`src/rtl/core/wse_pkg.sv`:
```
// ----------------------------------------------------------------------------
// wse_pkg
// Shared types and constants of the pixel edge softener.
// ----------------------------------------------------------------------------
package wse_pkg;

    localparam int DIM_W = 10;

    typedef struct packed {
        logic [7:0] red;
        logic [7:0] green;
        logic [7:0] blue;
    } pixel_t;

    typedef struct packed {
        logic busy;
        logic done;
    } pass_status_t;

    localparam logic [1:0] OP_WRITE = 2'd0;
    localparam logic [1:0] OP_READ  = 2'd1;
    localparam logic [1:0] OP_RUN   = 2'd2;

    localparam logic STATUS_DONE    = 1'b0;
    localparam logic STATUS_OUTSIDE = 1'b1;

    localparam logic CFG_IDX_WIDTH  = 1'b0;
    localparam logic CFG_IDX_HEIGHT = 1'b1;

    localparam logic [7:0] WHITE_RED = 8'hFF;
    localparam logic [7:0] SOFT_STEP = 8'h28;

endpackage

```
`src/rtl/core/wse_pass_engine.sv`:
```
// ----------------------------------------------------------------------------
// wse_pass_engine
// Raster sequencer for the softening pass: read each interior center, and
// for a white one read-modify-write each neighbor via the shared memory ports.
// ----------------------------------------------------------------------------
module wse_pass_engine
    import wse_pkg::*;
#(
    parameter int MAX_WIDTH = 512,
    parameter int ADDR_W    = 18
)
(
    input  logic              clk,
    input  logic              rst_n,
    input  logic              start,
    input  logic [DIM_W-1:0]  width_eff,
    input  logic [DIM_W-1:0]  height_eff,
    input  pixel_t            rd_data,
    output logic              rd_en,
    output logic [ADDR_W-1:0] rd_addr,
    output logic              wr_en,
    output logic [ADDR_W-1:0] wr_addr,
    output pixel_t            wr_data,
    output pass_status_t      status
);

    localparam logic [2:0] S_IDLE  = 3'd0;
    localparam logic [2:0] S_SCAN  = 3'd1;
    localparam logic [2:0] S_CWAIT = 3'd2;
    localparam logic [2:0] S_NRD   = 3'd3;
    localparam logic [2:0] S_NWR   = 3'd4;

    localparam logic [1:0] NB_LEFT  = 2'd0;
    localparam logic [1:0] NB_RIGHT = 2'd1;
    localparam logic [1:0] NB_UP    = 2'd2;
    localparam logic [1:0] NB_DOWN  = 2'd3;

    localparam logic [ADDR_W-1:0] ROW_STEP = ADDR_W'(MAX_WIDTH);
    localparam logic [ADDR_W-1:0] ONE_ADDR = ADDR_W'(1);

    logic [2:0]        state_reg, state_next;
    logic [DIM_W-1:0]  x_reg, x_next;
    logic [DIM_W-1:0]  y_reg, y_next;
    logic [ADDR_W-1:0] row_reg, row_next;
    logic [1:0]        nb_reg, nb_next;
    logic              hin_reg, hin_next;
    logic              vin_reg, vin_next;
    logic              done_reg, done_next;

    logic [ADDR_W-1:0] ctr_addr;
    logic [ADDR_W-1:0] nb_addr;
    logic [DIM_W:0]    x_inc;
    logic [DIM_W:0]    y_inc;
    logic              x_last;
    logic              y_last;
    logic              h_int;
    logic              v_int;
    logic              advance;

    assign ctr_addr = row_reg + ADDR_W'(x_reg);
    assign x_inc    = {1'b0, x_reg} + 1'b1;
    assign y_inc    = {1'b0, y_reg} + 1'b1;
    assign x_last   = (x_inc == {1'b0, width_eff});
    assign y_last   = (y_inc == {1'b0, height_eff});
    assign h_int    = (x_reg != '0) && (x_inc < {1'b0, width_eff});
    assign v_int    = (y_reg != '0) && (y_inc < {1'b0, height_eff});

    always_comb
    begin
        case (nb_reg)
            NB_LEFT:  nb_addr = ctr_addr - ONE_ADDR;
            NB_RIGHT: nb_addr = ctr_addr + ONE_ADDR;
            NB_UP:    nb_addr = ctr_addr - ROW_STEP;
            default:  nb_addr = ctr_addr + ROW_STEP;
        endcase
    end

    // softened neighbor, each channel wraps
    assign wr_data.red   = rd_data.red + SOFT_STEP;
    assign wr_data.green = rd_data.green + SOFT_STEP;
    assign wr_data.blue  = rd_data.blue + SOFT_STEP;
    assign wr_addr       = nb_addr;

    always_comb
    begin
        state_next = state_reg;
        x_next     = x_reg;
        y_next     = y_reg;
        row_next   = row_reg;
        nb_next    = nb_reg;
        hin_next   = hin_reg;
        vin_next   = vin_reg;
        done_next  = 1'b0;
        rd_en      = 1'b0;
        rd_addr    = ctr_addr;
        wr_en      = 1'b0;
        advance    = 1'b0;

        unique case (state_reg)
            S_IDLE:
            begin
                if (start)
                begin
                    if ((width_eff == '0) || (height_eff == '0))
                    begin
                        done_next = 1'b1;
                    end
                    else
                    begin
                        x_next     = '0;
                        y_next     = '0;
                        row_next   = '0;
                        state_next = S_SCAN;
                    end
                end
            end
            S_SCAN:
            begin
                if (h_int || v_int)
                begin
                    rd_en      = 1'b1;
                    hin_next   = h_int;
                    vin_next   = v_int;
                    state_next = S_CWAIT;
                end
                else
                begin
                    advance = 1'b1;
                end
            end
            S_CWAIT:
            begin
                // softening skips white pixels, so the center stays put
                if (rd_data.red == WHITE_RED)
                begin
                    nb_next    = hin_reg ? NB_LEFT : NB_UP;
                    state_next = S_NRD;
                end
                else
                begin
                    advance = 1'b1;
                end
            end
            S_NRD:
            begin
                rd_en      = 1'b1;
                rd_addr    = nb_addr;
                state_next = S_NWR;
            end
            S_NWR:
            begin
                wr_en = (rd_data.red != WHITE_RED);
                case (nb_reg)
                    NB_LEFT:
                    begin
                        nb_next    = NB_RIGHT;
                        state_next = S_NRD;
                    end
                    NB_RIGHT:
                    begin
                        if (vin_reg)
                        begin
                            nb_next    = NB_UP;
                            state_next = S_NRD;
                        end
                        else
                        begin
                            advance = 1'b1;
                        end
                    end
                    NB_UP:
                    begin
                        nb_next    = NB_DOWN;
                        state_next = S_NRD;
                    end
                    default:
                    begin
                        advance = 1'b1;
                    end
                endcase
            end
            default:
            begin
                state_next = S_IDLE;
            end
        endcase

        if (advance)
        begin
            if (x_last)
            begin
                x_next = '0;
                if (y_last)
                begin
                    done_next  = 1'b1;
                    state_next = S_IDLE;
                end
                else
                begin
                    y_next     = y_inc[DIM_W-1:0];
                    row_next   = row_reg + ROW_STEP;
                    state_next = S_SCAN;
                end
            end
            else
            begin
                x_next     = x_inc[DIM_W-1:0];
                state_next = S_SCAN;
            end
        end
    end

    always_ff @(posedge clk or negedge rst_n)
    begin
        if (!rst_n)
        begin
            state_reg <= S_IDLE;
            done_reg  <= 1'b0;
        end
        else
        begin
            state_reg <= state_next;
            done_reg  <= done_next;
        end
    end

    always_ff @(posedge clk)
    begin
        x_reg   <= x_next;
        y_reg   <= y_next;
        row_reg <= row_next;
        nb_reg  <= nb_next;
        hin_reg <= hin_next;
        vin_reg <= vin_next;
    end

    assign status.busy = (state_reg != S_IDLE);
    assign status.done = done_reg;

endmodule

```
`config.mk`:
```
export PLATFORM = sky130hd
export DESIGN_NAME = wse_pass_engine
export DESIGN_NICKNAME = d
export VERILOG_FILES = /design/src/rtl/core/wse_pkg.sv /design/src/rtl/core/wse_pass_engine.sv
export SDC_FILE = /design/constraint.sdc
export NUM_CORES = 1
export LEC_CHECK = 0
export ABC_CLOCK_PERIOD_IN_PS = 5700
export BUFFER_PORTS_ARGS = -buffer_cell sky130_fd_sc_hd__buf_2
export CAP_MARGIN = 20
export CORE_MARGIN = 3
export CORE_UTILIZATION = 40
export CTS_CLUSTER_SIZE = 30
export DETAILED_ROUTE_END_ITERATION = 8
export HOLD_SLACK_MARGIN = 0.15
export PLACE_DENSITY = 0.7
export SETUP_SLACK_MARGIN = 0.02
export SLEW_MARGIN = 20
export SYNTH_ARGS = -nofsm -noshare
export SYNTH_HDL_FRONTEND = slang
export SYNTH_SLANG_ARGS = --single-unit
```
`constraint.sdc`:
```
create_clock -name clk -period 5.7 [get_ports clk]
set_input_delay 0.57 -clock clk [delete_from_list [all_inputs] [get_ports clk]]
set_output_delay 0.57 -clock clk [all_outputs]
set_load 0.01 [all_outputs]
```
== Word level (Yosys, flattened, before mapping) ==
Cells that the tools add are included.
Cells by class
  $lt $le $gt $ge: 2
  eq/ne operators: 20
  reductions and logical operators: 19
  $add $sub $neg: 11
  muxes and demuxes: 48
Operator list (count)
  two-way mux 18 bit: 7
  two-way mux 10 bit: 11
  case mux 18 bit (3 select lines): 1
  adder 18 x 10 -> 18 bit (second input constant): 2
  adder 8 x 6 -> 8 bit (second input constant): 3
  adder 10 x 1 -> 11 bit (second input constant): 2
  equality test 11 x 10 -> 1 bit: 2
  < comparator 11 x 10 -> 1 bit: 2
  two-way mux 3 bit: 7
  logical NOT 10 bit: 2
  nonzero test 10 bit: 2
  adder 18 x 1 -> 18 bit (second input constant): 1
  adder 18 x 10 -> 18 bit: 1
  subtractor 18 x 1 -> 18 bit (second input constant): 1
  subtractor 18 x 10 -> 18 bit (second input constant): 1
  inequality test 3 bit (second input constant): 5
  case mux 3 bit (5 select lines): 1
  two-way mux 1 bit: 12
  equality test 8 bit (second input constant): 1
  inequality test 4 bit (second input constant): 2
  inequality test 8 bit (second input constant): 1
  equality test 3 x 2 -> 1 bit (second input constant): 2
  two-way mux 2 bit: 3
  case mux 2 bit (3 select lines): 1
  21 further kinds: 27
Storage, ports and cells
  bits of input ports: 47
  word-level logic and storage cells: 108
  output and inout bits: 64
  flip-flop bits (word level): 46

== Longest topological paths before layout ==
Gate-level depths: netlist of run 1.
  word-level depth: 8
  mapped depth: 19
  gate-level depth less buffers: 19

== Worst setup path after synthesis of run 1 ==
No wires, ideal clock.
  kind: register to output
  from: reg x_reg[0]
  to: out rd_addr[17]
  stages on the path, launching flop included: 20
  data arrival time: 4.241 ns
  required time: 5.130 ns
  path slack: 0.889 ns
  path buffers: 0
  path through: edfxtp_1 > ha_1 > inv_1 > fa_1 > nor2b_1 > o2111ai_1 > nand3_1 > o41ai_1 > o21a_1 > nand2b_1 > xnor2_1 > ha_1 > and2_1 > a221o_1 > nand2b_1 > a31oi_1 > mux2_2 > a211o_1 > nand3_1 > xor2_1
Between the ends
  word-level cells in the longest chain between the ends: 4
  elaborated cells on any way between the ends: 7
  classes of those cells: add/sub: 5; mux: 2
Ends and longest elaborated chain
  from (decl): RTL line wse_pass_engine.sv:42  | logic [DIM_W-1:0] x_reg, x_next;
  from (signal assigned): RTL line wse_pass_engine.sv:229  | x_reg <= x_next;
  adder 18 x 10 -> 18 bit (*): RTL line wse_pass_engine.sv:60  | assign ctr_addr = row_reg + ADDR_W'(x_reg);
  adder 18 x 10 -> 18 bit, or another cell as far along: RTL line wse_pass_engine.sv:74  | default: nb_addr = ctr_addr + ROW_STEP;
  case mux 18 bit (3 select lines): RTL line wse_pass_engine.sv:70  | case (nb_reg)
  two-way mux 18 bit (*): RTL line wse_pass_engine.sv:99  | unique case (state_reg)
  to (decl): RTL line wse_pass_engine.sv:20  | output logic [ADDR_W-1:0] rd_addr,
Every way passes the cells marked *; elsewhere a longest branch is shown, timed or not.

== Worst setup path in the final report of run 1 ==
  from: reg x_reg[1]
  to: out rd_addr[17]
Same word-level chain as after synthesis.

==> results of run 1 <==
## synthesized netlist by cell type (9+ instances only)
cell type and instances:
a21o_1 20, a21oi_1 31, and3_1 20, buf_4 11, dfxtp_1 19, edfxtp_1 23
ha_1 65, inv_1 42, mux2_2 14, nand2_1 57, nand2b_1 13, nand3_1 33
nand4_1 14, nor2_1 43, nor2b_1 14, o21a_1 10, o21ai_0 17, o21ai_1 9
xnor2_1 43, xor2_1 20
## repair_timing
action | in CTS | in global routing
hold endpoints to repair | 4 | 0
setup endpoints to repair | 0 | 4
buffers inserted | 0 | 3
gates resized for setup | 0 | 5
hold buffers | 1 | 0
## logic make-up (layout without fill, tap and decap cells)
kind of cell / Yosys count / count (layout)
and+or+nand+nor: 232 / 232
AOI/OAI and AO/OA: 131 / 131
buffers and inverters: 69 / 155
adders and majority gates: 68 / 68
xor gates and xnor gates: 63 / 63
DFF: 46 / 46
muxes: 21 / 21
## area by class of cell
type                    count  area (sq um)
multi-input cells         515          3860
repair buffers            103           531
clock inverters             2          37.5
flip-flops and latches     46          1170
well taps                 172           215
fillers                  1206          6660
inverters                  44           165
clock buffers               6           129
## placed cells by master, fill, tap and decap left out, drive strengths merged, types with 5 or more instances in the layout
cell type | Yosys | final
a211oi | 6 | 6
a21o | 21 | 21
a21oi | 31 | 31
and2 | 8 | 8
and3 | 20 | 20
and4 | 5 | 5
buf | 17 | 102
clkbuf | 8 | 6
dfxtp | 19 | 19
edfxtp | 23 | 23
ha | 65 | 65
inv | 44 | 44
mux2 | 15 | 15
mux2i | 6 | 6
nand2 | 57 | 57
nand2b | 13 | 13
nand3 | 33 | 33
nand4 | 14 | 14
nor2 | 43 | 43
nor2b | 14 | 14
nor3 | 6 | 6
nor4 | 9 | 9
o21a | 10 | 10
o21ai | 26 | 26
o21bai | 5 | 5
xnor2 | 43 | 43
xor2 | 20 | 20
## per-layer routing
layer / global-route usage / up-vias / part of all wire
li1: - / 2430 / -
met1: 0.235 / 2162 / 0.48
met2: 0.288 / 111 / 0.46
met3: 0.0172 / 10 / 0.049
met4: 0.0294 / 0 / 0.0090
met5: 0 / - / 0
## report_power, final
group | leakage (nW) | total [mW] | internal [mW] | switching, mW
Clock | 0.0771 | 0.329 | 0.207 | 0.122
Combinational | 2.47 | 2.13 | 0.909 | 1.22
Sequential | 0.452 | 0.532 | 0.447 | 0.0849
## how the worst max path moves through the flow
stage / from / to / slack (ns) / cells after the start
global route: x_reg[0] / rd_addr[17] / 0.03 / 20
floorplan: x_reg[0] / rd_addr[17] / 0.89 / 19
detailed placement: x_reg[0] / rd_addr[17] / 0.38 / 20
finish: x_reg[1] / rd_addr[17] / 0.36 / 19
global placement: x_reg[0] / rd_addr[17] / 0.57 / 19
CTS: x_reg[0] / rd_addr[17] / 0.06 / 20
## per-stage QoR
| step | instances | cell area (sq um) | hold slack [ns] | util | total power, mW |
|---|---|---|---|---|---|
| floorplan | 630 | 5310 | 0.274 | - | 2.07 |
| global placement | 876 | 5870 | 0.386 | 0.460 | 2.62 |
| detailed placement | 876 | 5870 | 0.389 | 0.460 | 2.63 |
| CTS | 885 | 6050 | 0.491 | 0.474 | 2.97 |
| global route | 888 | 6110 | 0.523 | 0.478 | 3.27 |
| finish | 888 | 6110 | 0.491 | 0.478 | 2.99 |
==> results.cfg, run 1 <==
[run_status]
outcome = finished, final reports clean

[critical_path]
crit-reg2reg-launch = x_reg[2]
r2r_end = row_reg[1]
cp-end-kind = output pin
worst-path-buf-inv = 2
path_cells = inv_1, fa_1, nor2b_1, o2111ai_1, nand3_1, o41ai_4, o21a_1, nand2b_1, xnor2_2, ha_1, and2_1, a221o_1, nand2b_1, a31oi_1, mux2_2, a211o_1, nand3_1, xor2_1, buf_2
startpoint_type = register
critPathRequiredTime_ns = 5.13
critical-path-slowest-cell = fa_1
critPathKind = register to output pin
critPathMaxStageDelay_ns = 0.48
path_delay_family = compound AO/OA/AOI/OAI gates
worstPathArrival_ns = 4.77
cp_max_fo = 6
rr_worst_depth = 12
reg2reg_slack_ns = 1.82

[timing]
drv_slew = 0
min_period_ns = 5.34
hold_violations = 0
tightest_slew_ns = 1.01
finClkSkew_ns = 0.00616
grt_setup_unrepaired = false
fmax_mhz = 187
relSlewSlack = 0.326
finalCritPeriodShare = 0.937
setup_viol = 0
setup_ws_ns = 0.358
setup-tns-final_ns = 0

[synth]
yosys-top-cells-area = ha_1 15%, edfxtp_1 13%, dfxtp_1 7.2%
ys_seq_area_frac = 0.221
synthesis.nets = 745
synth_adder_area_share = 0.165
syn_area_per_cell_sq_um = 8.42
synth.distinct_cells = 67
syn_inst = 630
yosys.area.top_type_share = 0.153
synth_top_family_by_area = simple AND/OR/NAND/NOR gates
yosysTopAreaCell = ha_1
ys_ff_latch = 46
synth_xor_area_frac = 0.104
synth_area_sq_mm = 0.00531
synth-simple-area-share = 0.226
synth-compound-area-share = 0.182
yosysWarningCount = 0
synth_edf_count = 23
async_reset_ff_frac = 0.0870
synth_mux_area_frac = 0.0439
ys_dominant_reg_cell = edfxtp_1

[cells_and_area]
area_delta_synth_final_pct = 15.2
drive_gt1_frac = 0.204
num-nets-final = 830
largest_register_ffs = 18
diodes = 0

[place]
io_buffers = 98
place.gp.congestion = 0.955
dp_slack_ns = 0.383
hpwlAfterDp_microns = 10100

[global_routing]
grt_pass1_vias = 4422
grt_max_degree = 29
overflow = 0
antenna_found_initial = 0
track_usage = 0.169
grt_pass1_wl_microns = 20900

[cts]
cts_tree = yes
clk_pin_slew_worst_paths_ns = 0.07
clkSinkCount = 46
clk_path_buf_depth = 2
ctsHtreeMaxLevel = 2
clockRootBuffer = clkbuf_16
cts_buffers = 5
worstSkewPairLatency_ns = 0.29

[power]
leakage_nw = 3.00
peakVddDrop_mv = 0.176
power_density_mw_per_mm2 = 489

[flow_run]
maxCapViolCount = 0

[floorplanning]
die_area_sq_mm = 0.0147
core_area_sq_mm = 0.0128
io-pin-count = 111
die_height_microns = 121
start_util = 0.415
fp-row-count = 41
chipWidth_microns = 121

[route]
drt_iter0_markers = 302
vias = 4713
route.detailed.drc = 0
wl_per_cell_microns = 14.2
drt-total-wl_microns = 12600
ant_nets = 0
drt_pre_antenna_iters = 4
routed_via_density = 5.31

[min_path]
holdPathEnd = row_reg[17]
worstHoldPathCells = 1
worstHoldStart = row_reg[17]
hp-class = register to register
Note: power is estimated with default switching activity, not from simulation.
==> run 2, diff against run 1 <==
CORE_MARGIN = default   (was 3)
CORE_UTILIZATION = 57   (was 40)
PLACE_DENSITY = 0.92   (was 0.7)
==> results.cfg, run 2 (synthesis gave the netlist of run 1 again) <==
[critical_path]
critPathKind = register to output pin
critPathRequiredTime_ns = 5.13
cp-end-kind = output pin
rr_worst_depth = 12
r2r_end = row_reg[1]
startpoint_type = register
cp_max_fo = 5
reg2reg_slack_ns = 1.84
worstPathArrival_ns = 4.90
crit-reg2reg-launch = x_reg[2]

[timing]
whs_ns = 0.509
setup_viol = 0
relSlewSlack = 0.383
setup_ws_ns = 0.235
tightest_slew_ns = 0.926
hold_violations = 0
setup-tns-final_ns = 0
finClkSkew_ns = 0.00756
min_period_ns = 5.47
drv_slew = 0
finalCritPeriodShare = 0.959
grt_setup_unrepaired = false
fmax_mhz = 183

[route]
ant_nets = 0
vias = 5162
route.detailed.drc = 10
routed_via_density = 6.23
drt-total-wl_microns = 13600
drt_iter0_markers = 364
wl_per_cell_microns = 16.4
drt_pre_antenna_iters = 9

[floorplanning]
io-pin-count = 111
fp-row-count = 34
die_height_microns = 98.5
chipWidth_microns = 98.5
start_util = 0.600
die_area_sq_mm = 0.00970
core_area_sq_mm = 0.00885

[cts]
clk_pin_slew_worst_paths_ns = 0.09
worstSkewPairLatency_ns = 0.30
cts_tree = yes
clk_path_buf_depth = 2
clockRootBuffer = clkbuf_8
cts_buffers = 5
ctsHtreeMaxLevel = 2
clkSinkCount = 46

[place]
io_buffers = 98
hpwlAfterDp_microns = 10700
post_dp_cell_area_sq_mm = 0.00579
place.gp.congestion = 0.973
dp_slack_ns = 0.481

[min_path]
worstHoldStart = y_reg[4]
holdPathEnd = y_reg[4]
worstHoldPathCells = 2
hp-class = register to register

[power]
leakage_nw = 2.98
peakVddDrop_mv = 0.251
power_density_mw_per_mm2 = 492

[cells_and_area]
final_area_sq_mm = 0.00599
diodes = 0
fillers = 698
largest_register_ffs = 18
drive_gt1_frac = 0.213
multiInputGateArea_sq_mm = 0.00386
layout_common_cells = 98 x buf_2, 63 x ha_1, 57 x nand2_1, 43 x nor2_1, 42 x inv_1
area_delta_synth_final_pct = 13.0
regArea_sq_mm = 0.00117
layout_commonest_cell = buf_2
num-nets-final = 834

[global_routing]
antenna_found_initial = 0
grt_pass1_wl_microns = 22100
overflow = 0
track_usage = 0.276
grt_max_degree = 28
grt_pass1_vias = 5034

[flow_run]
maxCapViolCount = 0

[run_status]
outcome = finished with violations
violations = DRC
-- run 2: per-layer routing --
layer / GRT usage / routed length [microns] / vias to the layer above
met1: 0.323 / 5460 / 2416
met4: 0.0918 / 340 / 0
met5: 0 / 0 / -
met3: 0.0277 / 926 / 43
met2: 0.525 / 6870 / 262
li1: - / - / 2441
-- run 2: power by group --
part           switching, mW  internal (mW)
combinational           1.26          0.930
sequential            0.0903          0.446
clock                  0.111          0.115
total                   1.46           1.49
-- run 2: worst max-delay path, stage by stage (launching register included) --
cell	delay, ns
edfxtp_1	0.50
ha_2	0.43
nand3_1	0.12
nor4_2	0.36
nor2_1	0.16
a21boi_0	0.20
o21a_1	0.21
nand3_1	0.13
xnor2_2	0.23
ha_1	0.31
and2_1	0.21
a221o_1	0.35
nand2b_1	0.18
a31oi_1	0.19
mux2_2	0.35
a211o_1	0.28
nand3_1	0.10
xor2_1	0.14
buf_2	0.14
-- run 2: through the flow --
step / cells / total power, mW / utilization
2_1_floorplan: 630 / 2.07 / -
3_3_place_gp: 812 / 2.54 / 0.655
3_5_place_dp: 812 / 2.64 / 0.655
4_1_cts: 821 / 2.87 / 0.668
5_1_grt: 828 / 3.18 / 0.677
6_report: 828 / 2.95 / 0.677
-- run 2: area by class of cell --
class	instances	area share
multi-input combinational	515	0.643
sequential	46	0.195
timing repair buffer	107	0.0935
inverter	44	0.0276
tap	108	0.0225
clock buffer	7	0.0165
clock inverter	1	0.00104
-- run 2: how the worst max path moves through the flow --
stage	slack [ns]	startpoint	cells past startpoint	endpoint
6_report	0.23	x_reg[8]	18	rd_addr[17]
5_1_grt	0.01	x_reg[0]	20	rd_addr[17]
4_1_cts	0.16	x_reg[0]	20	rd_addr[17]
3_5_place_dp	0.48	x_reg[0]	20	rd_addr[17]
3_3_place_gp	0.62	x_reg[0]	20	rd_addr[17]
2_1_floorplan	0.89	x_reg[0]	19	rd_addr[17]
-- run 2: repair_timing --
action,4_1_cts,5_1_grt
gates resized for setup,0,6
hold endpoints to repair,4,0
setup buffers,0,7
endpoints found under the setup margin,0,2
hold buffers,1,0
